### config.mk
export PLATFORM = sky130hd
export DESIGN_NAME = decode_slot_free_list_core
export DESIGN_NICKNAME = d
export VERILOG_FILES = /design/src/sv/dsfl_pkg.sv /design/src/sv/decode_slot_free_list_core.sv /design/src/sv/dsfl_slot_ram.sv
export SDC_FILE = /design/constraint.sdc
export NUM_CORES = 1
export LEC_CHECK = 0
export ABC_AREA = 1
export BUFFER_PORTS_ARGS = -buffer_cell sky130_fd_sc_hd__buf_2
export CORE_ASPECT_RATIO = 0.5
export CORE_MARGIN = 4
export CORE_UTILIZATION = 62
export DETAILED_ROUTE_END_ITERATION = 8
export PLACE_DENSITY = 0.79
export SKIP_CTS_REPAIR_TIMING = 1
export SYNTH_ARGS = -nofsm -noshare
export SYNTH_HDL_FRONTEND = slang
export SYNTH_SLANG_ARGS = --single-unit
export TNS_END_PERCENT = 50
### constraint.sdc
create_clock -name clk -period 3.5 [get_ports clk]
set_clock_uncertainty 0.05 [all_clocks]
set_input_delay 0.7 -clock clk [delete_from_list [all_inputs] [get_ports clk]]
set_output_delay 0.7 -clock clk [all_outputs]
set_load 0.05 [all_outputs]
### src/sv/dsfl_pkg.sv
// shared types and field widths for the decode slot free list
`default_nettype none
package dsfl_pkg;

	localparam int SLOT_W  = 5;
	localparam int MASK_W  = 32;
	localparam int COUNT_W = 6;

	// command codes
	localparam logic CMD_ALLOCATE = 1'b0;
	localparam logic CMD_RELEASE  = 1'b1;

	typedef struct packed {
		logic              command;
		logic [MASK_W-1:0] release_mask;
	} cmd_t;

	typedef struct packed {
		logic [SLOT_W-1:0]  slot;
		logic               empty_error;
		logic [COUNT_W-1:0] free_count;
	} result_t;

endpackage
`default_nettype wire

### src/sv/decode_slot_free_list_core.sv
// decode slot free list: fifo of free picture slots with a free bitmap
//
// Command channel: a beat is taken when start is high and busy is low.
// cmd.command selects allocate (pop the oldest free slot) or release
// (queue every slot set in cmd.release_mask that is below the slot count
// and not already free, in ascending order).
// Result channel: one beat per command, shown for one cycle with done high.
// The receiver has no back pressure and must take it in that cycle.
// Allocate issues one ram read of the queue head and gives its beat from
// ST_ALLOC; allocate on an empty list reports empty_error straight from
// idle; release walks the mask one bit per cycle through the single
// ram write port. busy stays high until the result beat.
// Configuration: cfg_we with cfg_wdata writes the slot count (saturated to
// MAX_SLOTS) and refills the list with 0 to count-1; write only while idle.
// Reset: slot count min(32, MAX_SLOTS), list full in order, all slots free.
// The refill needs no sweep: the per-entry written flags clear together.
`default_nettype none
module decode_slot_free_list_core
	import dsfl_pkg::*;
#(
	parameter int MAX_SLOTS = 32
) (
	input  wire logic               clk,
	input  wire logic               arst_n,
	input  wire logic               start,
	input  wire cmd_t               cmd,
	output logic                    busy,
	output logic                    done,
	output result_t                 result,
	input  wire logic               cfg_we,
	input  wire logic [COUNT_W-1:0] cfg_wdata
);

	localparam int PW      = $clog2(MAX_SLOTS);
	localparam int CW      = $clog2(MAX_SLOTS + 1);
	localparam int WALK    = (MAX_SLOTS < MASK_W) ? MAX_SLOTS : MASK_W;
	localparam int IW      = $clog2(WALK);
	localparam int RST_CNT = (MAX_SLOTS < 32) ? MAX_SLOTS : 32;
	localparam int RST_LIM = (RST_CNT < WALK) ? RST_CNT : WALK;

	typedef enum logic [1:0] {ST_IDLE, ST_ALLOC, ST_WALK} state_t;

	state_t          state_q;
	logic [CW-1:0]   lim_q;
	logic [PW-1:0]   head_q;
	logic [PW-1:0]   tail_q;
	logic [CW-1:0]   queued_q;
	logic [MAX_SLOTS-1:0] bitmap_q;
	logic [WALK-1:0] mask_q;
	logic [IW-1:0]   walk_q;
	logic            done_q;
	result_t         result_q;

	logic [CW-1:0]   cfg_cnt;
	logic [CW-1:0]   cfg_lim;
	logic            accept;
	logic [PW-1:0]   head_next;
	logic [PW-1:0]   tail_next;
	logic [PW-1:0]   pop_slot;
	logic [PW-1:0]   walk_slot;
	logic            push;
	logic            walk_last;
	logic [CW-1:0]   queued_walk;
	logic            ram_rd_en;
	logic            ram_wr_en;
	logic [PW-1:0]   ram_rd_data;
	logic            ram_rd_written;

	// saturate the written count
	always_comb begin
		if ({1'b0, cfg_wdata} > (COUNT_W + 1)'(MAX_SLOTS)) begin
			cfg_cnt = CW'(MAX_SLOTS);
		end else begin
			cfg_cnt = CW'(cfg_wdata);
		end
		cfg_lim = (cfg_cnt > CW'(WALK)) ? CW'(WALK) : cfg_cnt;
	end

	// pointer wrap and per-step decisions
	always_comb begin
		accept      = start && !busy;
		head_next   = (head_q == PW'(MAX_SLOTS - 1)) ? '0 : head_q + PW'(1);
		tail_next   = (tail_q == PW'(MAX_SLOTS - 1)) ? '0 : tail_q + PW'(1);
		pop_slot    = ram_rd_written ? ram_rd_data : head_q;
		walk_slot   = PW'(walk_q);
		push        = (state_q == ST_WALK) && mask_q[walk_q] && !bitmap_q[walk_slot]
			&& (queued_q != CW'(MAX_SLOTS));
		walk_last   = (CW'(walk_q) == lim_q - CW'(1));
		queued_walk = push ? queued_q + CW'(1) : queued_q;
		ram_rd_en   = accept && (cmd.command == CMD_ALLOCATE) && (queued_q != '0);
		ram_wr_en   = push;
	end

	// control state, queue pointers, bitmap and result beat
	always_ff @(posedge clk or negedge arst_n) begin
		if (!arst_n) begin
			state_q  <= ST_IDLE;
			lim_q    <= CW'(RST_LIM);
			head_q   <= '0;
			tail_q   <= (RST_CNT == MAX_SLOTS) ? '0 : PW'(RST_CNT);
			queued_q <= CW'(RST_CNT);
			bitmap_q <= '1;
			mask_q   <= '0;
			walk_q   <= '0;
			done_q   <= 1'b0;
			result_q <= '0;
		end else begin
			done_q <= 1'b0;
			unique case (state_q)
				ST_IDLE: begin
					if (cfg_we) begin
						lim_q    <= cfg_lim;
						head_q   <= '0;
						tail_q   <= (cfg_cnt == CW'(MAX_SLOTS)) ? '0 : PW'(cfg_cnt);
						queued_q <= cfg_cnt;
						bitmap_q <= '1;
					end else if (accept) begin
						if (cmd.command == CMD_ALLOCATE) begin
							if (queued_q == '0) begin
								done_q               <= 1'b1;
								result_q.slot        <= '0;
								result_q.empty_error <= 1'b1;
								result_q.free_count  <= '0;
							end else begin
								state_q <= ST_ALLOC;
							end
						end else begin
							mask_q <= cmd.release_mask[WALK-1:0];
							walk_q <= '0;
							if (lim_q == '0) begin
								done_q               <= 1'b1;
								result_q.slot        <= '0;
								result_q.empty_error <= 1'b0;
								result_q.free_count  <= COUNT_W'(queued_q);
							end else begin
								state_q <= ST_WALK;
							end
						end
					end
				end
				ST_ALLOC: begin
					head_q               <= head_next;
					queued_q             <= queued_q - CW'(1);
					bitmap_q[pop_slot]   <= 1'b0;
					done_q               <= 1'b1;
					result_q.slot        <= SLOT_W'(pop_slot);
					result_q.empty_error <= 1'b0;
					result_q.free_count  <= COUNT_W'(queued_q - CW'(1));
					state_q              <= ST_IDLE;
				end
				ST_WALK: begin
					if (push) begin
						tail_q              <= tail_next;
						bitmap_q[walk_slot] <= 1'b1;
					end
					queued_q <= queued_walk;
					walk_q   <= walk_q + IW'(1);
					if (walk_last) begin
						done_q               <= 1'b1;
						result_q.slot        <= '0;
						result_q.empty_error <= 1'b0;
						result_q.free_count  <= COUNT_W'(queued_walk);
						state_q              <= ST_IDLE;
					end
				end
				default: begin
					state_q <= ST_IDLE;
				end
			endcase
		end
	end

	// queue storage
	dsfl_slot_ram #(
		.DEPTH (MAX_SLOTS),
		.AW    (PW)
	) u_ram (
		.clk        (clk),
		.arst_n     (arst_n),
		.clear      (cfg_we && (state_q == ST_IDLE)),
		.wr_en      (ram_wr_en),
		.wr_addr    (tail_q),
		.wr_data    (walk_slot),
		.rd_en      (ram_rd_en),
		.rd_addr    (head_q),
		.rd_data    (ram_rd_data),
		.rd_written (ram_rd_written)
	);

	assign busy   = (state_q != ST_IDLE);
	assign done   = done_q;
	assign result = result_q;

	// an empty list error leaves nothing queued
	a_err_empty: assert property (@(posedge clk) disable iff (!arst_n)
		done && result.empty_error |-> queued_q == '0)
		else $error("empty error reported with slots queued");

	// queue never holds more slots than exist
	a_queued_bound: assert property (@(posedge clk) disable iff (!arst_n)
		queued_q <= CW'(MAX_SLOTS))
		else $error("queued count above slot capacity");

	// every result beat follows an accepted command or a busy cycle
	a_done_cause: assert property (@(posedge clk) disable iff (!arst_n)
		done |-> $past(busy) || $past(start))
		else $error("result beat without a command");

	// an allocate pops exactly one slot
	a_pop_one: assert property (@(posedge clk) disable iff (!arst_n)
		state_q == ST_ALLOC |=> queued_q == $past(queued_q) - CW'(1))
		else $error("allocate did not pop one slot");

endmodule
`default_nettype wire

### src/sv/dsfl_slot_ram.sv
// free queue storage: synchronous ram with per-entry written flags
`default_nettype none
module dsfl_slot_ram #(
	parameter int DEPTH = 32,
	parameter int AW    = 5
) (
	input  wire logic          clk,
	input  wire logic          arst_n,
	input  wire logic          clear,
	input  wire logic          wr_en,
	input  wire logic [AW-1:0] wr_addr,
	input  wire logic [AW-1:0] wr_data,
	input  wire logic          rd_en,
	input  wire logic [AW-1:0] rd_addr,
	output logic      [AW-1:0] rd_data,
	output logic               rd_written
);

	logic [AW-1:0] mem [DEPTH];
	logic [DEPTH-1:0] written_q;
	logic [AW-1:0] rd_data_q;
	logic rd_written_q;

	// data array, registered read
	always_ff @(posedge clk) begin
		if (wr_en) begin
			mem[wr_addr] <= wr_data;
		end
		if (rd_en) begin
			rd_data_q <= mem[rd_addr];
		end
	end

	// written flags, the core reads an unwritten entry as its own index
	always_ff @(posedge clk or negedge arst_n) begin
		if (!arst_n) begin
			written_q    <= '0;
			rd_written_q <= 1'b0;
		end else begin
			if (clear) begin
				written_q <= '0;
			end else if (wr_en) begin
				written_q[wr_addr] <= 1'b1;
			end
			if (rd_en) begin
				rd_written_q <= written_q[rd_addr];
			end
		end
	end

	assign rd_data    = rd_data_q;
	assign rd_written = rd_written_q;

endmodule
`default_nettype wire

======== Word level (Yosys, flattened, before mapping) ========
Memories as Yosys holds them, arrays and structs flattened. A register that Yosys moved wholly into a read port is not among the register bits.
Cells that the tools add are included.
storage, ports and cells
  memories kept ........................... 1
  RAM bits ................................ 160
  register bits ........................... 139
  bits of input ports ..................... 43
memories
  name       depth  width  read ports  clocked after memory_dff  wr ports  line                 source
  u_ram.mem  32     5      1           1                         1         dsfl_slot_ram.sv:19  logic [AW-1:0] mem [DEPTH];
operators by class
  magnitude comparators ................... 9
  bitwise logic cells ..................... 6
  add/sub/neg operators ................... 6
  muxes and demuxes ....................... 58
  eq/ne operators ......................... 17
  reductions and logical operators ........ 30
operators by type and width
  operator                                                           count
  two-way mux 32 bit                                                 4
  one-hot mux 32 bit (3 select lines)                                1
  two-way mux 12 bit                                                 6
  OR 32 bit                                                          2
  two-way mux 5 bit                                                  10
  one-hot mux 12 bit (3 select lines)                                1
  AND 32 bit                                                         1
  NOT 32 bit                                                         1
  one-hot mux 5 bit (2 select lines)                                 3
  less-than comparator 5 x 6 -> 1 bit, second input constant         4
  two-way mux 6 bit                                                  4
  one-hot mux 6 bit (3 select lines)                                 1
  adder 5 x 1 -> 5 bit, second input constant                        3
  binary-select mux 1 bit (select 5 bit)                             3
  demux 1 bit (select 5 bit)                                         3
  greater-or-equal comparator 5 x 1 -> 1 bit, second input constant  3
  two-way mux 1 bit                                                  14
  greater-than comparator 6 bit, second input constant               2
  logical NOT 6 bit                                                  2
  two-way mux 2 bit                                                  6
  inequality test 2 bit, second input constant                       6
  inequality test 3 bit, second input constant                       4
  subtractor 6 x 1 -> 6 bit, second input constant                   2
  == test 5 bit, second input constant                               2
  20 further kinds                                                   38

======== Depth between registers and ports, before layout ========
Gate-level depths: netlist of the first run.
  word-level depth ........................ 8
  gate-level depth with buffers ........... 18

======== Hierarchy ========
A second synthesis of the first run with hierarchy kept.
second synthesis, totals
  cells, all modules ...................... 1736
  area, all modules ....................... 14956.8 µm²
by module, submodules not included
  module                      area each (µm²)  cells each  times used
  dsfl_slot_ram               8236.6           765         1
  decode_slot_free_list_core  6720.2           971         1

======== Worst setup path before layout of the first run ========
Ideal clock, no wire load.
  path type ............................... flip-flop to flip-flop
  start point ............................. register walk_q[1]
  end point ............................... memory u_ram.mem[16][0] (enable)
  buffers on the path ..................... 2
  period minus slack after synthesis ...... 2683 ps
  slack ................................... 817 ps
  cell stages (with the launch flop) ...... 17
  arrival ................................. 2324 ps
  cells stage by stage .................... dfrtp_1 -> buf_2 -> inv_1 -> buf_4 -> nand3_1 -> nand2_1 -> nand2_1 -> nand2_1 -> inv_1 -> nand2_1 -> nor2_1 -> nand3_4 -> inv_1 -> nand2_1 -> inv_1 -> nand2_1 -> inv_1
between the ends
  word-level cells in the longest chain between the ends .. 7
  elaborated cells on any way between the ends .. 10
  those cells by class .................... 6 x mux; 4 x reduce/logical
RTL lines
  what                                                           line                               source
  start, declared                                                decode_slot_free_list_core.sv:50   logic [IW-1:0] walk_q;
  start signal, assigned                                         decode_slot_free_list_core.sv:157  walk_q <= walk_q + IW'(1);
  binary-select mux 1 bit (select 5 bit)                         decode_slot_free_list_core.sv:86   push = (state_q == ST_WALK) && mask_q[walk_q] && !bitmap_q[walk_slot]
  two-way mux 1 bit (implied by the code)                        decode_slot_free_list_core.sv:86
  logical AND 1 bit / logical NOT 1 bit (equally long branches)  decode_slot_free_list_core.sv:86
  logical AND 1 bit *                                            decode_slot_free_list_core.sv:86
  logical AND 1 bit *                                            decode_slot_free_list_core.sv:87   && (queued_q != CW'(MAX_SLOTS));
  two-way mux 1 bit *                                            dsfl_slot_ram.sv:26                if (wr_en) begin
  two-way mux 1 bit (implied by the code) *                      dsfl_slot_ram.sv:27                mem[wr_addr] <= wr_data;
  end, declared                                                  dsfl_slot_ram.sv:19
Every way passes the cells marked *; elsewhere a longest branch is shown, timed or not. The select of a mux whose other input is x is not followed.

======== Worst setup path after layout of the first run ========
  start point ............................. register walk_q[2]
  end point ............................... memory u_ram.mem[7][4] (enable)
Same word-level chain as after synthesis.

==> results.sh, run 1 <==
export IMPL_antenna_left=0
export IMPL_die_h_um=117
export IMPL_path_class="flip-flop to flip-flop"
export IMPL_die_width_um=226
export IMPL_cp_max_fo=10
export IMPL_status="completed"
export IMPL_worst_r2r_cell_count=12
export IMPL_gp_congestion=0.930
export IMPL_rows=39
export IMPL_grt_overflow=0
export IMPL_synth_top_cell_by_area="edfxtp_1"
export IMPL_synthFlopType="edfxtp_1"
export IMPL_crit_arrival_ns=3.33
export IMPL_clock_path_buffers=3
export IMPL_cp_startpoint="walk_q[2]$_DFFE_PN0P_"
export IMPL_peakVddDrop_uv=493
export IMPL_wire_per_inst_um=20.0
export IMPL_cts_tree="built"
export IMPL_start_util_pct=63.9
export IMPL_grt_max_degree=65
export IMPL_synth_top_area_share_pct=33.6
export IMPL_synth_top_family_by_area="compound AO/OA/AOI/OAI gates"
export IMPL_synth_cells=1641
export IMPL_timing_final_crit_share_pct=89.1
export IMPL_routed_via_density=6.23
export IMPL_vias=12500
export IMPL_drive_above_1_share_pct=11.4
export IMPL_post_route_cell_area_mm2=0.0163
export IMPL_whs_ns=0.0970
export IMPL_clkLatencyLatePin_ns=0.56
export IMPL_wirelength_um=40100
export IMPL_slew_violations=0
export IMPL_grt_pass1_wl_um=64100
export IMPL_max_freq_ghz=0.321
export IMPL_r2r_start="walk_q[2]$_DFFE_PN0P_"
export IMPL_synthMostInstantiatedCell="nand2_1"
export IMPL_maxSlewHeadroom_pct=34.5
export IMPL_grt_pass1_vias=12200
export IMPL_r2r_end="u_ram.mem[7][4]$_DFFE_PP_"
export IMPL_dp_hpwl_um=25900
export IMPL_cts_buffers=28
export IMPL_cap_violations=0
export IMPL_path_clk_slew_ns=0.07
export IMPL_synth_adder_area_share_pct=1.53
export IMPL_die_area_mm2=0.0265
export IMPL_final_nets=1734
export IMPL_root_buffer="clkbuf_16"
export IMPL_clock_sinks=304
export IMPL_critPathRequiredTime_ns=3.72
export IMPL_synth_compound_area_share_pct=16.7
export IMPL_synth_seq_cells=304
export IMPL_drc_errors=0
export IMPL_crit_end="u_ram.mem[7][4]$_DFFE_PP_"
export IMPL_synth_common_cells="nand2_1 (322), o21ai_0 (214), inv_1 (171)"
export IMPL_synthTopCellsByArea="edfxtp_1 (34%), dfrtp_1 (18%), nand2_1 (8.2%)"
export IMPL_startpoint_type="flip-flop"
export IMPL_min_period_ns=3.12
export IMPL_cts_htree_levels=1
export IMPL_syn_nets=1702
export IMPL_io_pins=57
export IMPL_cellPowerDensity_mw_per_mm2=841
export IMPL_synth_edff_count=165
export IMPL_r2r_slack_ns=0.38
export IMPL_setup_viol=0
export IMPL_power_leakage_nw=7.05
export IMPL_dp_cells=1950
export IMPL_worstMarginPinSlew_ns=0.973
export IMPL_io_buffers=56
export IMPL_place_area_mm2=0.0153
export IMPL_finalSetupTns_ns=0
export IMPL_synthMuxAreaShare_pct=0
export IMPL_synthSimpleGateAreaFrac_pct=16.6
export IMPL_synthesis_area_mm2=0.0147
export IMPL_grt_antenna_before_repair=1
export IMPL_synthArstFlopShare_pct=45.7
export IMPL_rsz0062_at_grt="false"
export IMPL_synth_warnings=0
export IMPL_design_core_area_mm2=0.0231
export IMPL_min_path_type="primary input to asynchronous set/reset pin"
export IMPL_syn_avg_cell_area_um2=8.99
export IMPL_ys_types=40
export IMPL_drt_iter0_markers=1690
export IMPL_synth_xor_area_share_pct=0.594
export IMPL_crit_path_end_kind="flip-flop"
export IMPL_grt_util_all_layers_pct=30.7
export IMPL_syn_to_final_growth_pct=10.3
export IMPL_synth_yosys_seq_area_share_pct=57.5
export IMPL_drtPass1Iterations=6
export IMPL_hold_violations=0
export IMPL_instances_no_fill=2002
==> flip-flops by register name, summed over array words and instances (netlist names), 2 cells and up <==
| register | flops |
|---|---|
| mask_q | 32 |
| walk_q | 5 |
| lim_q | 6 |
| state_q | 2 |
| head_q | 5 |
| u_ram.written_q | 32 |
| bitmap_q | 32 |
| result | 12 |
| u_ram.mem | 160 |
| tail_q | 5 |
| u_ram.rd_data | 5 |
| queued_q | 6 |
==> metal layers <==
layer,wire [um],track usage [%],vias to the layer above
met5,13,0,-
met4,1580,11.7,2
met3,4470,6.53,150
met2,18500,50.8,835
met1,15500,41.0,5848
li1,-,-,5640
==> worst max-delay path: stages, from the launching register on <==
cell,delay (ns)
dfrtp_1,0.62
nand2_2,0.14
nor2_1,0.34
nand2_1,0.11
nand2_1,0.08
nor2_1,0.05
nand2_2,0.16
nand3_4,0.17
inv_1,0.21
nand2_1,0.12
inv_1,0.38
nand2_1,0.19
inv_1,0.20
==> where the power goes <==
part | total (mW) | switching, mW | leakage (nW) | internal (mW)
sequential | 4.97 | 0.389 | 3.32 | 4.58
combinational | 5.59 | 3.97 | 3.27 | 1.61
clock | 3.12 | 1.35 | 0.454 | 1.76
total | 13.7 | 5.72 | 7.05 | 7.96
==> per-stage QoR <==
step           util [%]  power, mW  setup slack [ns]
2_1_floorplan         -       8.81             0.817
3_3_place_gp       66.4       10.2             0.625
3_5_place_dp       66.4       10.4             0.466
4_1_cts            70.5       13.5             0.452
5_1_grt            70.5       14.5            0.0845
6_report           70.5       13.7             0.382
==> cell type report <==
class,instances,area [um^2]
clock inverter,11,131
timing repair buffer,92,569
inverter,178,668
tap,307,384
multi-input combinational,1069,5230
clock buffer,40,807
antenna,1,2.50
sequential,304,8480
fill,1665,6810
==> layout by cell type, fill, tap and decap left out, drive strengths merged, types with 8 or more instances in the layout <==
cell	count
dfrtp	105
a21oi	77
nor2	170
nor3	18
clkbuf	40
buf	92
edfxtp	165
ha	18
o22ai	49
dfstp	34
a32oi	8
a31oi	49
nand2	324
o21a	18
o21ai	221
or2	10
o31ai	10
clkinv	10
nand3	70
inv	175
==> cells by family after synthesis <==
| family | Yosys count |
|---|---|
| AO/OA/AOI/OAI | 441 |
| XOR/XNOR | 10 |
| adder cells (fa/ha/maj) | 18 |
| buffers and inverters | 268 |
| flip-flops | 304 |
| AND/OR/NAND/NOR | 600 |
==> worst min-delay path by stage <==
stage,to,cells past startpoint,slack (ns)
2_1_floorplan,done$_DFF_PN0_,0,0.35
3_3_place_gp,mask_q[4]$_DFFE_PN0P_,2,0.41
3_5_place_dp,mask_q[18]$_DFFE_PN0P_,2,0.42
4_1_cts,walk_q[1]$_DFFE_PN0P_,1,0.09
5_1_grt,walk_q[4]$_DFFE_PN0P_,1,0.12
6_report,walk_q[4]$_DFFE_PN0P_,1,0.1
Power figures use the tool's default switching activity.
==> run 2, diff against run 1 <==
CELL_PAD_IN_SITES_DETAIL_PLACEMENT = 0   (was not set)
CELL_PAD_IN_SITES_GLOBAL_PLACEMENT = 1   (was not set)
CORE_UTILIZATION = 48   (was 62)
==> results.sh, run 2 (synthesis results as in run 1) <==
export IMPL_status="completed"
export IMPL_drive_above_1_share_pct=11.6
export IMPL_use_met1_pct=33.4
export IMPL_clock_sinks=304
export IMPL_dp_hpwl_um=27300
export IMPL_io_buffers=56
export IMPL_maxSlewHeadroom_pct=38.1
export IMPL_antenna_left=0
export IMPL_crit_path_end_kind="flip-flop"
export IMPL_peakVddDrop_uv=387
export IMPL_grt_max_degree=84
export IMPL_seq_area_mm2=0.00848
export IMPL_timing_final_crit_share_pct=85.3
export IMPL_finish_utilization_pct=54.1
export IMPL_worstMarginPinSlew_ns=0.928
export IMPL_slowest_stage="dfrtp_1"
export IMPL_hold_violations=0
export IMPL_multiInputGateArea_mm2=0.00523
export IMPL_p_switching_mw=5.71
export IMPL_die_h_um=132
export IMPL_design_core_area_mm2=0.0303
export IMPL_drtPass1Iterations=7
export IMPL_vias=12000
export IMPL_crit_arrival_ns=3.19
export IMPL_path_class="flip-flop to flip-flop"
export IMPL_mostFrequentLayoutCell="nand2_1"
export IMPL_cp_top_family="simple AND/OR/NAND/NOR gates"
export IMPL_max_freq_ghz=0.335
export IMPL_fill_cells=2739
export IMPL_slew_violations=0
export IMPL_grt_busiest_layer="met2"
export IMPL_clkLatencyLatePin_ns=0.56
export IMPL_p_int_mw=7.85
export IMPL_cp_max_fo=10
export IMPL_drt_iter0_markers=1158
export IMPL_finalSetupTns_ns=0
export IMPL_routed_via_density=5.73
export IMPL_grt_pass1_wl_um=64800
export IMPL_crit_buf_inv=3
export IMPL_grt_pass1_vias=11700
export IMPL_gp_congestion=0.889
export IMPL_p_sw_share_pct=42.1
export IMPL_place_area_mm2=0.0155
export IMPL_seq_power_share_pct=36.6
export IMPL_grt_overflow=0
export IMPL_cap_violations=0
export IMPL_post_route_cell_area_mm2=0.0164
export IMPL_io_pins=57
export IMPL_dp_slack_ns=0.560
export IMPL_setup_ws_ns=0.516
export IMPL_die_area_mm2=0.0338
export IMPL_die_width_um=256
export IMPL_cp_common_cell="nand2_1"
export IMPL_cts_tree="built"
export IMPL_cts_buffers=28
export IMPL_n_antenna_cell=0
export IMPL_p_clk_share_pct=21.8
export IMPL_syn_to_final_growth_pct=11.1
export IMPL_grtUsageMet2_pct=39.5
export IMPL_root_buffer="clkbuf_16"
export IMPL_worstPathCellList="nand2_2 > nor2_1 > nand2_1 > nand2_1 > nor2_1 > nand2_2 > nand3_4 > inv_1 > nand2_1 > inv_1 > nand2_1 > inv_1"
export IMPL_drc_errors=0
export IMPL_cpPeakStageDelay_ns=0.62
export IMPL_combPwrFrac_pct=41.7
export IMPL_path_clk_slew_ns=0.07
export IMPL_wire_per_inst_um=19.6
export IMPL_final_nets=1740
export IMPL_critPathRequiredTime_ns=3.71
export IMPL_wirelength_um=41200
export IMPL_final_cell_mix="nand2_1 (322), o21ai_0 (214), inv_1 (171)"
export IMPL_start_util_pct=48.7
export IMPL_cellPowerDensity_mw_per_mm2=828
export IMPL_startpoint_type="flip-flop"
export IMPL_grt_met3_usage_pct=3.44
export IMPL_grt_util_all_layers_pct=23.9
export IMPL_rsz0062_at_grt="false"
export IMPL_cts_htree_levels=1
export IMPL_min_path_type="primary input to asynchronous set/reset pin"
export IMPL_grt_antenna_before_repair=0
export IMPL_setup_viol=0
export IMPL_largest_register_ffs=160
export IMPL_min_period_ns=2.98
export IMPL_top_register="u_ram.mem"
export IMPL_power_leakage_nw=7.06
export IMPL_clock_path_buffers=3
export IMPL_rows=45
-- run 2: final cells by class --
type	instances	area share, %
well taps	399	3.05
clock buffers	39	4.65
repair buffers	98	3.90
flip-flops and latches	304	51.8
multi-input cells	1069	31.9
inverters	178	4.08
clock inverters	13	0.626
-- run 2: stage by stage --
step                      power (mW)  hold slack (ns)  std cells
final                           13.6            0.191       2100
after detailed placement        10.6            0.410       2048
after global placement          10.5            0.410       2048
after floorplan                 8.81            0.354       1641
after global routing            14.4            0.250       2100
after CTS                       13.6            0.205       2100
-- run 2: worst paths after layout --
check / from / end / cells past startpoint / slack, ns
setup / recovery: walk_q[2]$_DFFE_PN0P_ / u_ram.mem[19][2]$_DFFE_PP_ / 12 / 0.52
hold / removal: arst_n / u_ram.written_q[23]$_DFFE_PN0P_ / 1 / 0.19
setup reg to reg: walk_q[2]$_DFFE_PN0P_ / u_ram.mem[19][2]$_DFFE_PP_ / 12 / 0.52
hold reg to reg: mask_q[10]$_DFFE_PN0P_ / mask_q[10]$_DFFE_PN0P_ / 2 / 0.42
max in group asynchronous: arst_n / bitmap_q[23]$_DFFE_PN1P_ / 2 / 2.36
min in group clk: cmd[6] / mask_q[6]$_DFFE_PN0P_ / 3 / 0.30
-- run 2: per-layer routing --
| metal | wire [um] | part of all wire [%] |
|---|---|---|
| met4 | 1330 | 3.2 |
| met2 | 19200 | 47 |
| met3 | 2650 | 6.4 |
| met5 | 0 | 0 |
| met1 | 18000 | 44 |
-- run 2: power groups by stage --
stage / Combinational [mW] / Sequential (mW) / Clock (mW)
5_1_grt: 6.26 / 5.03 / 3.15
3_5_place_dp: 5.59 / 5.02 / 0
3_3_place_gp: 5.53 / 5.00 / 0
4_1_cts: 5.62 / 4.95 / 3.01
6_report: 5.65 / 4.96 / 2.95
2_1_floorplan: 3.64 / 5.16 / 0
